[src/date_string_field_parser_assert.svh]
// Assertion macros for the date string field parser.
`ifndef DATE_STRING_FIELD_PARSER_ASSERT_SVH
`define DATE_STRING_FIELD_PARSER_ASSERT_SVH
`ifndef SYNTHESIS
// Same-cycle implication, disabled while reset is asserted.
`define DSFP_ASSERT_IMPL(label, clk, rst_n, ante, cons) \
	label: assert property (@(posedge clk) disable iff (!rst_n) (ante) |-> (cons)) \
		else $error("dsfp: same-cycle check failed");
// Next-cycle implication, disabled while reset is asserted.
`define DSFP_ASSERT_NEXT(label, clk, rst_n, ante, cons) \
	label: assert property (@(posedge clk) disable iff (!rst_n) (ante) |=> (cons)) \
		else $error("dsfp: next-cycle check failed");
`else
`define DSFP_ASSERT_IMPL(label, clk, rst_n, ante, cons)
`define DSFP_ASSERT_NEXT(label, clk, rst_n, ante, cons)
`endif
`endif

[src/dsfp_pkg.sv]
// Types, constants and year-close arithmetic for the date string field parser.
package dsfp_pkg;

	localparam int unsigned NumFields = 5;

	typedef logic [13:0] field_t;
	typedef logic [2:0]  fidx_t;
	typedef logic [3:0]  ccount_t;
	typedef logic [2:0]  lead_t;
	typedef logic [6:0]  century_t;
	typedef logic [7:0]  char_t;

	localparam fidx_t FIELD_YEAR = 3'd0;
	localparam fidx_t FIELD_DAY  = 3'd1;
	localparam fidx_t FIELD_HOUR = 3'd2;
	localparam fidx_t FIELD_MIN  = 3'd3;
	localparam fidx_t FIELD_SEC  = 3'd4;

	localparam field_t   FIELD_MAX     = 14'd9999;
	localparam ccount_t  YEAR_FULL_LEN = 4'd4;
	localparam ccount_t  CCOUNT_MAX    = 4'd15;
	localparam lead_t    LEAD_MAX      = 3'd7;
	localparam century_t CENTURY_MAX   = 7'd99;
	localparam century_t CENTURY_RESET = 7'd20;

	localparam char_t CHAR_NUL   = 8'h00;
	localparam char_t CHAR_COMMA = 8'h2C;
	localparam char_t CHAR_COLON = 8'h3A;
	localparam char_t CHAR_ZERO  = 8'h30;
	localparam char_t CHAR_NINE  = 8'h39;

	typedef struct packed {
		field_t value;
		logic   err;
	} year_close_t;

	// Prefix the century to a short year field. Century times 10^lead saturates
	// once lead reaches four digits (century is at least one there).
	function automatic year_close_t year_close(century_t century, ccount_t cnt,
			lead_t lead, field_t acc, logic ovf);
		year_close_t res;
		century_t    cent;
		logic [9:0]  mult;
		logic [16:0] scaled;
		logic [17:0] sum;
		logic        big;
		cent = (century > CENTURY_MAX) ? CENTURY_MAX : century;
		unique case (lead[1:0])
			2'd0:    mult = 10'd1;
			2'd1:    mult = 10'd10;
			2'd2:    mult = 10'd100;
			default: mult = 10'd1000;
		endcase
		scaled = 17'(cent) * 17'(mult);
		big    = lead[2] || (scaled > 17'(FIELD_MAX));
		sum    = 18'(scaled) + 18'(acc);
		if (cnt == YEAR_FULL_LEN || cent == '0) begin
			res.value = acc;
			res.err   = ovf;
		end else if (big || ovf || sum > 18'(FIELD_MAX)) begin
			res.value = FIELD_MAX;
			res.err   = 1'b1;
		end else begin
			res.value = sum[13:0];
			res.err   = 1'b0;
		end
		return res;
	endfunction

endpackage

[src/date_string_field_parser.sv]
// Date string field parser: year,day,hour:minute:second characters in, fields out.
//
//  channel  | handshake            | payload
//  ---------+----------------------+-----------------------------------------------
//  in       | in_valid / in_ready  | char_code
//  out      | out_valid / out_ready| year_value, day_of_year, hour_value,
//           |                      | minute_value, second_value, format_error
//  config   | cfg_wr_en            | cfg_wr_data (century digits)
//
// One character per cycle sustained while no terminator waits. An accepted
// item lands in the input register and is parsed from there; a terminator's
// result is loaded into the output register at the end of the cycle in which
// it is parsed, and out_valid rises with it.
// Reset (arst_n low) clears the parse state and sets the century to 20.
// Only a terminator waits on the output side: it holds in the input register
// while a result is still untaken, and the characters behind it wait in turn.
`include "date_string_field_parser_assert.svh"

module date_string_field_parser (
	input  logic                clk,
	input  logic                arst_n,
	input  logic                cfg_wr_en,
	input  dsfp_pkg::century_t  cfg_wr_data,
	input  logic                in_valid,
	output logic                in_ready,
	input  dsfp_pkg::char_t     char_code,
	output logic                out_valid,
	input  logic                out_ready,
	output dsfp_pkg::field_t    year_value,
	output dsfp_pkg::field_t    day_of_year,
	output dsfp_pkg::field_t    hour_value,
	output dsfp_pkg::field_t    minute_value,
	output dsfp_pkg::field_t    second_value,
	output logic                format_error
);

	// Century register
	dsfp_pkg::century_t cent_q;

	// Input register
	logic               valid_s1;
	dsfp_pkg::char_t    char_s1;

	// Parse state
	dsfp_pkg::fidx_t    fidx_q, fidx_n;
	dsfp_pkg::field_t   acc_q [dsfp_pkg::NumFields];
	dsfp_pkg::field_t   acc_n [dsfp_pkg::NumFields];
	dsfp_pkg::ccount_t  cnt_q, cnt_n;
	dsfp_pkg::lead_t    lead_q, lead_n;
	logic               stop_q, stop_n;
	logic               err_q, err_n;
	logic               ovf_q, ovf_n;

	// Output register
	logic               out_valid_q;
	dsfp_pkg::field_t   year_q, day_q, hour_q, min_q, sec_q;
	logic               ferr_q;

	// Datapath
	logic                   fire;
	logic                   is_term, is_digit, is_sep;
	dsfp_pkg::fidx_t        fi;
	dsfp_pkg::field_t       acc_cur;
	logic [16:0]            digit_acc;
	logic                   digit_over;
	dsfp_pkg::year_close_t  yclose;
	logic                   term_close;
	dsfp_pkg::field_t       year_res;
	logic                   err_res;

	// The input register moves on unless it holds a terminator and the
	// output register is full and not being drained.
	assign is_term  = (char_s1 == dsfp_pkg::CHAR_NUL);
	assign fire     = valid_s1 && (!is_term || !out_valid_q || out_ready);
	assign in_ready = !valid_s1 || fire;

	assign fi       = (fidx_q > dsfp_pkg::FIELD_SEC) ? dsfp_pkg::FIELD_SEC : fidx_q;
	assign acc_cur  = acc_q[fi];
	assign is_digit = (char_s1 >= dsfp_pkg::CHAR_ZERO) && (char_s1 <= dsfp_pkg::CHAR_NINE);
	assign is_sep   = (((fi == dsfp_pkg::FIELD_YEAR) || (fi == dsfp_pkg::FIELD_DAY))
			&& (char_s1 == dsfp_pkg::CHAR_COMMA))
		|| (((fi == dsfp_pkg::FIELD_HOUR) || (fi == dsfp_pkg::FIELD_MIN))
			&& (char_s1 == dsfp_pkg::CHAR_COLON));

	// acc*10 + digit; at most 99999, so 17 bits hold it
	assign digit_acc  = 17'(acc_cur) * 17'd10 + 17'(char_s1[3:0]);
	assign digit_over = digit_acc > 17'(dsfp_pkg::FIELD_MAX);

	assign yclose = dsfp_pkg::year_close(cent_q, cnt_q, lead_q, acc_q[0], ovf_q);

	// Terminator inside the year field: close the year as a comma would,
	// and flag the missing comma. An empty string skips this.
	assign term_close = (fi == dsfp_pkg::FIELD_YEAR) && (cnt_q != '0);
	assign year_res   = term_close ? yclose.value : acc_q[0];
	assign err_res    = term_close ? 1'b1 : err_q;

	always_comb begin
		fidx_n = fidx_q;
		cnt_n  = cnt_q;
		lead_n = lead_q;
		stop_n = stop_q;
		err_n  = err_q;
		ovf_n  = ovf_q;
		for (int i = 0; i < dsfp_pkg::NumFields; i++) begin
			acc_n[i] = acc_q[i];
		end
		if (fire) begin
			if (is_term) begin
				// result goes out; start over for the next string
				fidx_n = dsfp_pkg::FIELD_YEAR;
				cnt_n  = '0;
				lead_n = '0;
				stop_n = 1'b0;
				err_n  = 1'b0;
				ovf_n  = 1'b0;
				for (int i = 0; i < dsfp_pkg::NumFields; i++) begin
					acc_n[i] = '0;
				end
			end else begin
				// year character count; the comma itself does not count
				if ((fi == dsfp_pkg::FIELD_YEAR) && !is_sep
						&& (cnt_q < dsfp_pkg::CCOUNT_MAX)) begin
					cnt_n = cnt_q + 4'd1;
				end
				priority if (is_sep) begin
					if (fi == dsfp_pkg::FIELD_YEAR) begin
						acc_n[0] = yclose.value;
						err_n    = err_q | yclose.err;
					end
					fidx_n = fi + 3'd1;
					stop_n = 1'b0;
				end else if (!stop_q && is_digit) begin
					if (digit_over) begin
						acc_n[fi] = dsfp_pkg::FIELD_MAX;
						if (fi == dsfp_pkg::FIELD_YEAR) begin
							ovf_n = 1'b1;
						end else begin
							err_n = 1'b1;
						end
					end else begin
						acc_n[fi] = digit_acc[13:0];
					end
					if ((fi == dsfp_pkg::FIELD_YEAR) && (lead_q < dsfp_pkg::LEAD_MAX)) begin
						lead_n = lead_q + 3'd1;
					end
				end else begin
					stop_n = 1'b1;
				end
			end
		end
	end

	always_ff @(posedge clk or negedge arst_n) begin
		if (!arst_n) begin
			cent_q      <= dsfp_pkg::CENTURY_RESET;
			valid_s1    <= 1'b0;
			fidx_q      <= dsfp_pkg::FIELD_YEAR;
			cnt_q       <= '0;
			lead_q      <= '0;
			stop_q      <= 1'b0;
			err_q       <= 1'b0;
			ovf_q       <= 1'b0;
			out_valid_q <= 1'b0;
			for (int i = 0; i < dsfp_pkg::NumFields; i++) begin
				acc_q[i] <= '0;
			end
		end else begin
			if (cfg_wr_en) begin
				cent_q <= cfg_wr_data;
			end
			if (in_ready) begin
				valid_s1 <= in_valid;
			end
			fidx_q <= fidx_n;
			cnt_q  <= cnt_n;
			lead_q <= lead_n;
			stop_q <= stop_n;
			err_q  <= err_n;
			ovf_q  <= ovf_n;
			for (int i = 0; i < dsfp_pkg::NumFields; i++) begin
				acc_q[i] <= acc_n[i];
			end
			if (fire && is_term) begin
				out_valid_q <= 1'b1;
			end else if (out_ready) begin
				out_valid_q <= 1'b0;
			end
		end
	end

	// Payload registers, no reset
	always_ff @(posedge clk) begin
		if (in_ready && in_valid) begin
			char_s1 <= char_code;
		end
		if (fire && is_term) begin
			year_q <= year_res;
			day_q  <= acc_q[1];
			hour_q <= acc_q[2];
			min_q  <= acc_q[3];
			sec_q  <= acc_q[4];
			ferr_q <= err_res;
		end
	end

	assign out_valid    = out_valid_q;
	assign year_value   = year_q;
	assign day_of_year  = day_q;
	assign hour_value   = hour_q;
	assign minute_value = min_q;
	assign second_value = sec_q;
	assign format_error = ferr_q;

	// A processed terminator always produces a result and clears the parse state.
	`DSFP_ASSERT_NEXT(a_term_result, clk, arst_n, fire && is_term, out_valid_q)
	`DSFP_ASSERT_NEXT(a_term_clears, clk, arst_n, fire && is_term, (fidx_q == dsfp_pkg::FIELD_YEAR) && (cnt_q == '0) && !err_q && !ovf_q)
	// Errors before the first comma live in the overflow bit, never in err_q.
	`DSFP_ASSERT_IMPL(a_err_after_year, clk, arst_n, err_q, fidx_q != dsfp_pkg::FIELD_YEAR)
	// Field index never runs past the seconds field.
	`DSFP_ASSERT_IMPL(a_fidx_range, clk, arst_n, fire && is_sep, fidx_q != dsfp_pkg::FIELD_SEC)

endmodule

[config.mk]
export PLATFORM = sky130hd
export DESIGN_NAME = date_string_field_parser
export DESIGN_NICKNAME = d
export VERILOG_FILES = /design/src/dsfp_pkg.sv /design/src/date_string_field_parser.sv
export VERILOG_INCLUDE_DIRS = /design/src /design/src/src
export SDC_FILE = /design/constraint.sdc
export NUM_CORES = 1
export LEC_CHECK = 0
export ABC_AREA = 1
export BUFFER_PORTS_ARGS = -buffer_cell sky130_fd_sc_hd__buf_2
export CORE_ASPECT_RATIO = 1.4
export CORE_UTILIZATION = 56
export DETAILED_ROUTE_END_ITERATION = 10
export PLACE_DENSITY_LB_ADDON = 0.05
export SYNTH_ARGS = -nofsm -noshare
export SYNTH_HDL_FRONTEND = slang
export SYNTH_SLANG_ARGS = --single-unit
export TNS_END_PERCENT = 1
[constraint.sdc]
create_clock -name clk -period 5.53 [get_ports clk]
set_input_delay 1.659 -clock clk [delete_from_list [all_inputs] [get_ports clk]]
set_output_delay 1.659 -clock clk [all_outputs]
set_load 0.05 [all_outputs]
==> results.toml, run 1 <==
[clock_tree]
clockBufferDepth = 2
cts_tree = "built"
clk_pin_slew_ns = 0.07
cts_buffers = 17
cts_max_level = 4
cts.sink_count = 171
worstSkewPairLatency_ns = 0.45
ctsRootBufferMaster = "clkbuf_16"

[floorplanning]
initial_core_util_pct = 56.87
dieHeight_um = 183.6
rows = 66
core_area_um2 = 23200
dieWidth_um = 131.7
pin_count = 93
dieArea_um2 = 24190

[power]
p_switching_mw = 2.431
pwr-share-comb_pct = 56.7
clock_power_share_pct = 19.6
p_seq_share_pct = 23.8
switching_share_pct = 41.77
ir_drop_mv = 0.4023
p_leak_nw = 8.219
powerDensity_nw_per_um2 = 372.8
intPower_mw = 3.389

[synthesis]
synth_cell_types = 53
yosysMostFrequentCell = "nand2_1"
synth_area_um2 = 13200
ys_ff_latch = 171
synthArstFlopShare_pct = 53.80
ys_seq_area_share_pct = 35.44
synth_ff_type = "dfrtp_1"
synth-edff-count = 79
synth_cells = 1801
ys_top_cells_by_count = "nand2_1, inv_1, nand3_1"
synth_area_leaders = "edfxtp_1, dfrtp_1, nand2_1"
synth_top_area_share_pct = 17.97
yosysWarnings = 0
synth_top_area_cell = "edfxtp_1"
synthesis.area_per_instance_um2 = 7.328
synth_nets = 1951

[placed_design]
dp_slack_ns = -0.5504
place_hpwl_um = 29540
portBuffers = 92
place_inst = 2242
gp_congestion = 0.9864

[finish]
fin_cells = 2282
nets = 2113
n_antenna_cell = 0
drive_gt1_share_pct = 18.62
areaGrowthSynthToFinish_pct = 18.29
post-route-util_pct = 67.28

[timing]
fmax_ghz = 0.1707
period_minus_slack_ns = 5.858
finalCritPeriodShare_pct = 105.9
worst_slew_pin_slew_ns = 1.011
worst_slack_ns = -0.3277
rsz0062_at_grt = "true"
finClkSkew_ns = 0.006918
finalMaxSlewViolations = 0
setup_viol = 29
max_slew_margin_pct = 32.59
hold_slack_ns = 0.4823
hold_viol = 0

[hold_path]
worstHoldEndpoint = "day_of_year[2]"
hold_path_class = "register to register"
min_from = "acc_q[44]"
hold_depth = 0

[detailed_routing]
vias_per_cell = 5.492
wl_um = 37860
vias = 12530
drtAntennaViolNets = 0
firstDrtPassIters = 7
drc = 0
wl_per_cell_um = 16.59
drt-initial-drc-count = 1018

[run_status]
violations = "setup timing"
status = "finished, violations left"

[global_route]
grt_antenna_before_repair = 0
grt_max_degree = 73
grt_pass1_wl_um = 60360
overflow = 0
grt_pass1_vias = 12100
grt_usage_pct = 32.18

[critical_path]
timing.rr.end = "year_value[3]"
path_class = "register to register"
reg2reg_slack_ns = -0.33
max_stage_delay_ns = 0.51
critPathLaunchType = "register"
crit_fanout = 8
crit_path_end_kind = "register"
worst_r2r_startpoint = "lead_q[0]"
slowest_stage = "fa_1"
required_ns = 5.70
rr_worst_depth = 27
cp.buffers_inverters = 6
cp.depth = 27
worstPathArrival_ns = 6.03
critical_path.top_delay_family = "adder cells"

[job]
maxCapViolCount = 0
==> cells by family (layout without fill, tap and decap cells) <==
kind of cell | Yosys count | in the layout | share of synthesized area, %
adder cells (fa/ha/maj) | 130 | 130 | 14.32
AND/OR/NAND/NOR | 946 | 947 | 29.96
AO/OA/AOI/OAI | 230 | 230 | 9.983
flip-flops | 171 | 171 | 35.44
buffers and inverters | 306 | 480 | 9.111
XOR/XNOR | 18 | 18 | 1.195
==> layout make-up <==
| type | count | area, um^2 |
|---|---|---|
| fillers | 2029 | 7594 |
| clock buffers | 18 | 429.2 |
| inverters | 246 | 925.9 |
| flip-flops and latches | 171 | 4679 |
| well taps | 306 | 382.9 |
| clock inverters | 14 | 122.6 |
| repair buffers | 202 | 1344 |
| multi-input cells | 1325 | 7727 |
==> worst max path at each step <==
stage	startpoint	end	slack [ns]
final	lead_q[0]	year_value[3]	-0.33
after global routing	lead_q[0]	year_value[9]	-0.65
after CTS	cent_q[4]	year_value[3]	-0.31
after detailed placement	lead_q[1]	year_value[3]	-0.55
after global placement	cent_q[4]	year_value[12]	-0.41
after floorplan	cent_q[4]	year_value[1]	0.0006
==> repair_timing <==
action | 4_1_cts | 5_1_grt
pin swaps | 14 | 8
cloned | 2 | 0
setup endpoints to repair | 29 | 85
hold buffers | 0 | 0
buffers inserted | 4 | 2
resized for setup | 31 | 25
==> cells in the final DEF, fill, tap and decap left out, drive strengths merged, types with 35 or more instances in the layout <==
cell and count:
nand2 601, inv 247, buf 201, nand3 158, nor2 132, o21ai 104
ha 95, dfrtp 90, edfxtp 79, a21oi 75, fa 35
==> sequential cells by signal (all words and copies together), names as in the netlist <==
register and cells:
fidx_q 3, minute_value 14, lead_q 3, err_q 1, hour_value 14, valid_s1 1
cent_q 7, cnt_q 4, day_of_year 14, out_valid 1, stop_q 1, format_error 1
ovf_q 1, char_s1 8, second_value 14, acc_q 70, year_value 14
==> power by group through the flow <==
| stage | logic [mW] | registers [mW] | clock network, mW |
|---|---|---|---|
| after floorplan | 1.77 | 1.40 | 0 |
| after detailed placement | 2.80 | 1.41 | 0 |
| final | 3.30 | 1.38 | 1.14 |
| after global placement | 2.77 | 1.41 | 0 |
| after global routing | 3.58 | 1.39 | 1.20 |
| after CTS | 3.13 | 1.39 | 1.16 |
==> metrics by stage <==
step / setup TNS, ns / cell area [um^2] / power [mW]
2_1_floorplan: 0 / 13440 / 3.170
3_3_place_gp: -10.28 / 14810 / 4.176
3_5_place_dp: -12.82 / 14810 / 4.206
4_1_cts: -7.082 / 15530 / 5.675
5_1_grt: -19.80 / 15610 / 6.170
6_report: -7.750 / 15610 / 5.820
==> metal layers <==
metal	global-route usage, %	up-vias	part of all wire (%)
li1	-	6163	-
met1	33.76	5876	37
met2	61.44	371	54
met3	3.612	122	3.9
met4	19.26	0	5.4
met5	0	-	0
Power figures use the tool's default switching activity.
==> inputs of run 2 (changes only) <==
CORE_UTILIZATION = 60   (was 56)
MAX_ROUTING_LAYER = met4   (was not set)
TNS_END_PERCENT = 100   (was 1)
clock period = 7.6 ns   (was 5.53 ns; I/O delays follow)
==> run 2 against run 1 <==
The flow now finishes without violations. Combinational power shrank 53%. Critical path depth grew 4. Clock skew grew 0.0027 ns. Total power shrank 41%. Clock power shrank 22%. Clock-buffer cell count grew 6. Sequential share of layout area grew 2.3 points. Cell count shrank 4.7%. Worst setup slack gained 1.1 ns. Global-route usage grew 4.4 points.
==> results.toml, run 2 (synthesized netlist as in run 1, its figures left out) <==
[run_status]
status = "complete, no violations"

[power]
p_seq_share_pct = 29.2
p_leak_nw = 7.730
ir_drop_mv = 0.2230
p_switching_mw = 1.451
pwr-share-comb_pct = 44.9
switching_share_pct = 42.03
intPower_mw = 2.001
clock_power_share_pct = 25.9
powerDensity_nw_per_um2 = 238.4

[detailed_routing]
firstDrtPassIters = 8
drt-initial-drc-count = 1043
drc = 0
drtAntennaViolNets = 0
vias = 12330
wl_per_cell_um = 17.60
wl_um = 38260
vias_per_cell = 5.669

[floorplanning]
rows = 63
dieWidth_um = 127.3
dieHeight_um = 177.5
pin_count = 93
dieArea_um2 = 22600
initial_core_util_pct = 61.78
core_area_um2 = 21360

[clock_tree]
worstSkewPairLatency_ns = 0.45
ctsResizeCount = 0
clockBufferDepth = 2
cts.sink_count = 171
cts_tree = "built"
ctsRootBufferMaster = "clkbuf_16"
cts_buffers = 17
cts_max_level = 4
cts_setup_buffers = 0
ctsHoldBuffers = 0
clk_pin_slew_ns = 0.07

[placed_design]
portBuffers = 92
placed_area_um2 = 13880
place_inst = 2142
place_hpwl_um = 28930
gp_congestion = 1.026

[global_route]
grt_pass1_wl_um = 61180
overflow = 0
grt_antenna_before_repair = 0
grt_usage_pct = 36.59
grt_max_degree = 74
grt_pass1_vias = 11980

[critical_path]
crit_path_end_kind = "register"
reg2reg_slack_ns = 0.77
crit_fanout = 14
slowest_stage = "fa_1"
critPathLaunchType = "register"
crit_top_cell = "inv_1"
required_ns = 7.76
max_stage_delay_ns = 0.54
timing.rr.end = "year_value[1]"
worst_r2r_startpoint = "lead_q[0]"
rr_worst_depth = 31
worstPathArrival_ns = 6.99
path_class = "register to register"

[hold_path]
hold_depth = 0
hold_path_class = "register to register"
min_from = "acc_q[27]"
worstHoldEndpoint = "minute_value[13]"

[finish]
drive_gt1_share_pct = 10.10
nets = 2019
largest_reg_flops = 70
largest-register = "acc_q"
final_common_cell = "nand2_1"
areaGrowthSynthToFinish_pct = 9.727
final_cell_mix = "nand2_1, inv_1, nand3_1"
fin_cells = 2174
fin_area_um2 = 14480
n_antenna_cell = 0
num-fill-cells = 1896

[timing]
hold_viol = 0
worst_slew_pin_slew_ns = 1.057
setup_viol = 0
period_minus_slack_ns = 6.831
finalMaxSlewViolations = 0
timing.setup.tns_ns = 0
finalCritPeriodShare_pct = 89.88
max_slew_margin_pct = 29.54
rsz0062_at_grt = "false"
fmax_ghz = 0.1464
hold_slack_ns = 0.4811
finClkSkew_ns = 0.009587

[job]
maxCapViolCount = 0
[run 2: changes by cell type in the layout (fill, tap and decap cells not counted), moves of 11 or more]
cell / before / now
buf_4: 107 / 18
ha_1: 83 / 95
inv_1: 217 / 232
inv_2: 26 / 12
nand2_1: 571 / 594
ha_4: 11 / 0
nand2_2: 27 / 5
[run 2: through the flow]
stage	util, %	setup slack [ns]	total power [mW]
after detailed placement	64.98	0.8612	2.536
after global routing	67.79	0.1989	3.668
final	67.79	0.7693	3.453
after floorplan	-	1.455	2.132
after global placement	64.98	0.8967	2.526
after CTS	67.79	0.8301	3.425
[run 2: worst max path at each step]
stage,start,endpoint,slack [ns],depth (start not counted)
3_3_place_gp,cent_q[2],year_value[13],0.90,33
2_1_floorplan,cent_q[2],year_value[0],1.46,34
6_report,lead_q[0],year_value[1],0.77,31
3_5_place_dp,cent_q[2],year_value[1],0.86,33
5_1_grt,cent_q[2],year_value[13],0.20,33
4_1_cts,lead_q[0],year_value[1],0.83,31
[run 2: power groups by stage]
stage	sequential [mW]	combinational, mW	clock, mW
after floorplan	1.02	1.11	0
after global placement	1.03	1.50	0
after detailed placement	1.03	1.51	0
after CTS	1.01	1.52	0.893
after global routing	1.01	1.73	0.925
final	1.01	1.55	0.894
[run 2: layer usage]
layer / track usage, % / share of wire [%]
met2: 64.87 / 52
met1: 38.59 / 37
met4: 20.39 / 5.0
met5: - / 0
met3: 5.939 / 5.7
[run 2: critical path: cells and delay by family (launching register included)]
| kind | cells | cell delay, ns |
|---|---|---|
| flip-flops | 1 | 0.40 |
| AO/OA/AOI/OAI | 5 | 0.96 |
| buffers and inverters | 8 | 0.59 |
| adder cells (fa/ha/maj) | 7 | 3.00 |
| XOR/XNOR | 1 | 0.20 |
| AND/OR/NAND/NOR | 10 | 1.40 |
[run 2: final cells by class]
type | instances | area [um^2] | share of cell area (%)
Clock buffer | 24 | 523.0 | 3.612
Clock inverter | 8 | 77.57 | 0.5357
Inverter | 246 | 923.4 | 6.376
Multi-Input combinational cell | 1324 | 7325 | 50.58
Sequential cell | 171 | 4677 | 32.30
Tap cell | 292 | 365.4 | 2.523
Timing Repair Buffer | 109 | 590.6 | 4.078
==> inputs of run 3 (changes only) <==
CORE_UTILIZATION = 54   (was 60)
==> run 3 against run 2 <==
Total power grew 2.6%. Worst setup slack lost 0.22 ns. Hold slack lost 0.0087 ns. Clock-buffer cell count shrank 5. Critical path depth grew 2. Non-clock buffer count is the same. Fmax shrank 3.1%. First-iteration DRC count shrank 9.6%. Sequential power is essentially flat. Die area grew 11%. Sequential share of layout area shrank 0.15 points. Critical path type unchanged. Critical endpoint is now year_value[13]. Largest power group unchanged. Highest routed layer unchanged.
==> results.toml, run 3 (synthesized netlist as in run 1, its figures left out) <==
[power]
p_leak_nw = 7.733
ir_drop_mv = 0.3181
powerDensity_nw_per_um2 = 243.4

[clock_tree]
worstSkewPairLatency_ns = 0.45
ctsHoldBuffers = 0
cts_tree = "built"
ctsResizeCount = 0
cts.sink_count = 171
cts_buffers = 17
ctsRootBufferMaster = "clkbuf_16"
clk_pin_slew_ns = 0.07
cts_setup_buffers = 0
cts_max_level = 4
clockBufferDepth = 2

[critical_path]
crit_fanout = 15
worstPathArrival_ns = 7.21
timing.rr.end = "year_value[13]"
path_class = "register to register"
reg2reg_slack_ns = 0.55
slowest_stage = "fa_1"
max_stage_delay_ns = 0.55
crit_path_end_kind = "register"
worst_r2r_startpoint = "cent_q[2]"
critPathLaunchType = "register"
crit_top_cell = "nand2_1"
rr_worst_depth = 33
required_ns = 7.76

[hold_path]
worstHoldEndpoint = "second_value[1]"
hold_depth = 0
hold_path_class = "register to register"
min_from = "acc_q[1]"

[finish]
largest-register = "acc_q"
n_antenna_cell = 0
drive_gt1_share_pct = 10.10
final_common_cell = "nand2_1"
largest_reg_flops = 70
areaGrowthSynthToFinish_pct = 10.24
final_cell_mix = "nand2_1, inv_1, nand3_1"
nets = 2019

[timing]
rsz0062_at_grt = "false"
finalMaxSlewViolations = 0
fmax_ghz = 0.1419
finalCritPeriodShare_pct = 92.71
max_slew_margin_pct = 40.43
hold_viol = 0
timing.setup.tns_ns = 0
worst_slack_ns = 0.5538
finClkSkew_ns = 0.01088
setup_viol = 0
period_minus_slack_ns = 7.046
worst_slew_pin_slew_ns = 0.8914

[floorplanning]
initial_core_util_pct = 55.05
dieArea_um2 = 25080
core_area_um2 = 23980
dieWidth_um = 134.1
dieHeight_um = 187.0
pin_count = 93
rows = 67

[global_route]
grt_antenna_before_repair = 0
grt_pass1_vias = 11930
grt_max_degree = 70
overflow = 0
grt_pass1_wl_um = 61850
grt_usage_pct = 32.88

[run_status]
status = "complete, no violations"

[job]
maxCapViolCount = 0

[detailed_routing]
vias = 12020
drtAntennaViolNets = 0
wl_per_cell_um = 17.52
wl_um = 38400
vias_per_cell = 5.481
drc = 0
drt-initial-drc-count = 943
firstDrtPassIters = 5

[placed_design]
portBuffers = 92
place_hpwl_um = 29430
dp_slack_ns = 0.6197
gp_congestion = 1.004
[run 3: cell types whose count changed in the layout (fill, tap and decap cells not counted), sizes merged]
cell      previous run  this run
clkbuf              24        19
bufinv               1         4
clkinvlp             0         2
[run 3: metal layers]
metal	up-vias	global-route usage [%]	wire [um]
li1	5948	-	-
met1	5602	35.24	14640
met2	369	59.63	20550
met3	96	3.875	1559
met4	0	15.34	1649
met5	-	-	0
[run 3: area by class of cell]
cell class                      count  area [um^2]
Fill cell                        2285         9427
Tap cell                          310        387.9
Timing Repair Buffer              109        603.1
Clock buffer                       19        442.9
Multi-Input combinational cell   1324         7325
Sequential cell                   171         4677
Inverter                          246        924.6
Clock inverter                     13        188.9
[run 3: worst max path at each step]
stage	slack, ns	cells past startpoint	to	startpoint
floorplan	1.46	34	year_value[0]	cent_q[2]
global placement	0.66	33	year_value[13]	cent_q[2]
detailed placement	0.62	33	year_value[13]	cent_q[2]
CTS	0.61	33	year_value[13]	cent_q[2]
global route	0.04	33	year_value[13]	cent_q[2]
finish	0.55	33	year_value[13]	cent_q[2]
[run 3: critical path: cells and delay by family (launching register included)]
kind                       cells  cell delay [ns]
adders and majority gates      6             2.74
buffers and inverters          7             0.60
and+or+nand+nor               17             1.91
AOI/OAI and AO/OA              3             0.99
DFF                            1             0.51
[run 3: metrics by stage]
step	utilization (%)	hold slack [ns]	area (um^2)	power [mW]	cells
final	60.68	0.4724	14550	3.541	2192
after global routing	60.68	0.4881	14550	3.767	2192
after CTS	60.68	0.4732	14550	3.526	2192
after detailed placement	58.05	0.4559	13920	2.577	2160
after global placement	58.05	0.4598	13920	2.572	2160
after floorplan	-	0.4469	13200	2.132	1801
[run 3: power by group]
part	total, mW	switching (mW)	leakage [nW]	internal, mW
Clock	0.945	0.383	0.305	0.562
Sequential	1.01	0.0203	1.95	0.988
Combinational	1.59	1.09	5.48	0.498
Total	3.54	1.49	7.73	2.05
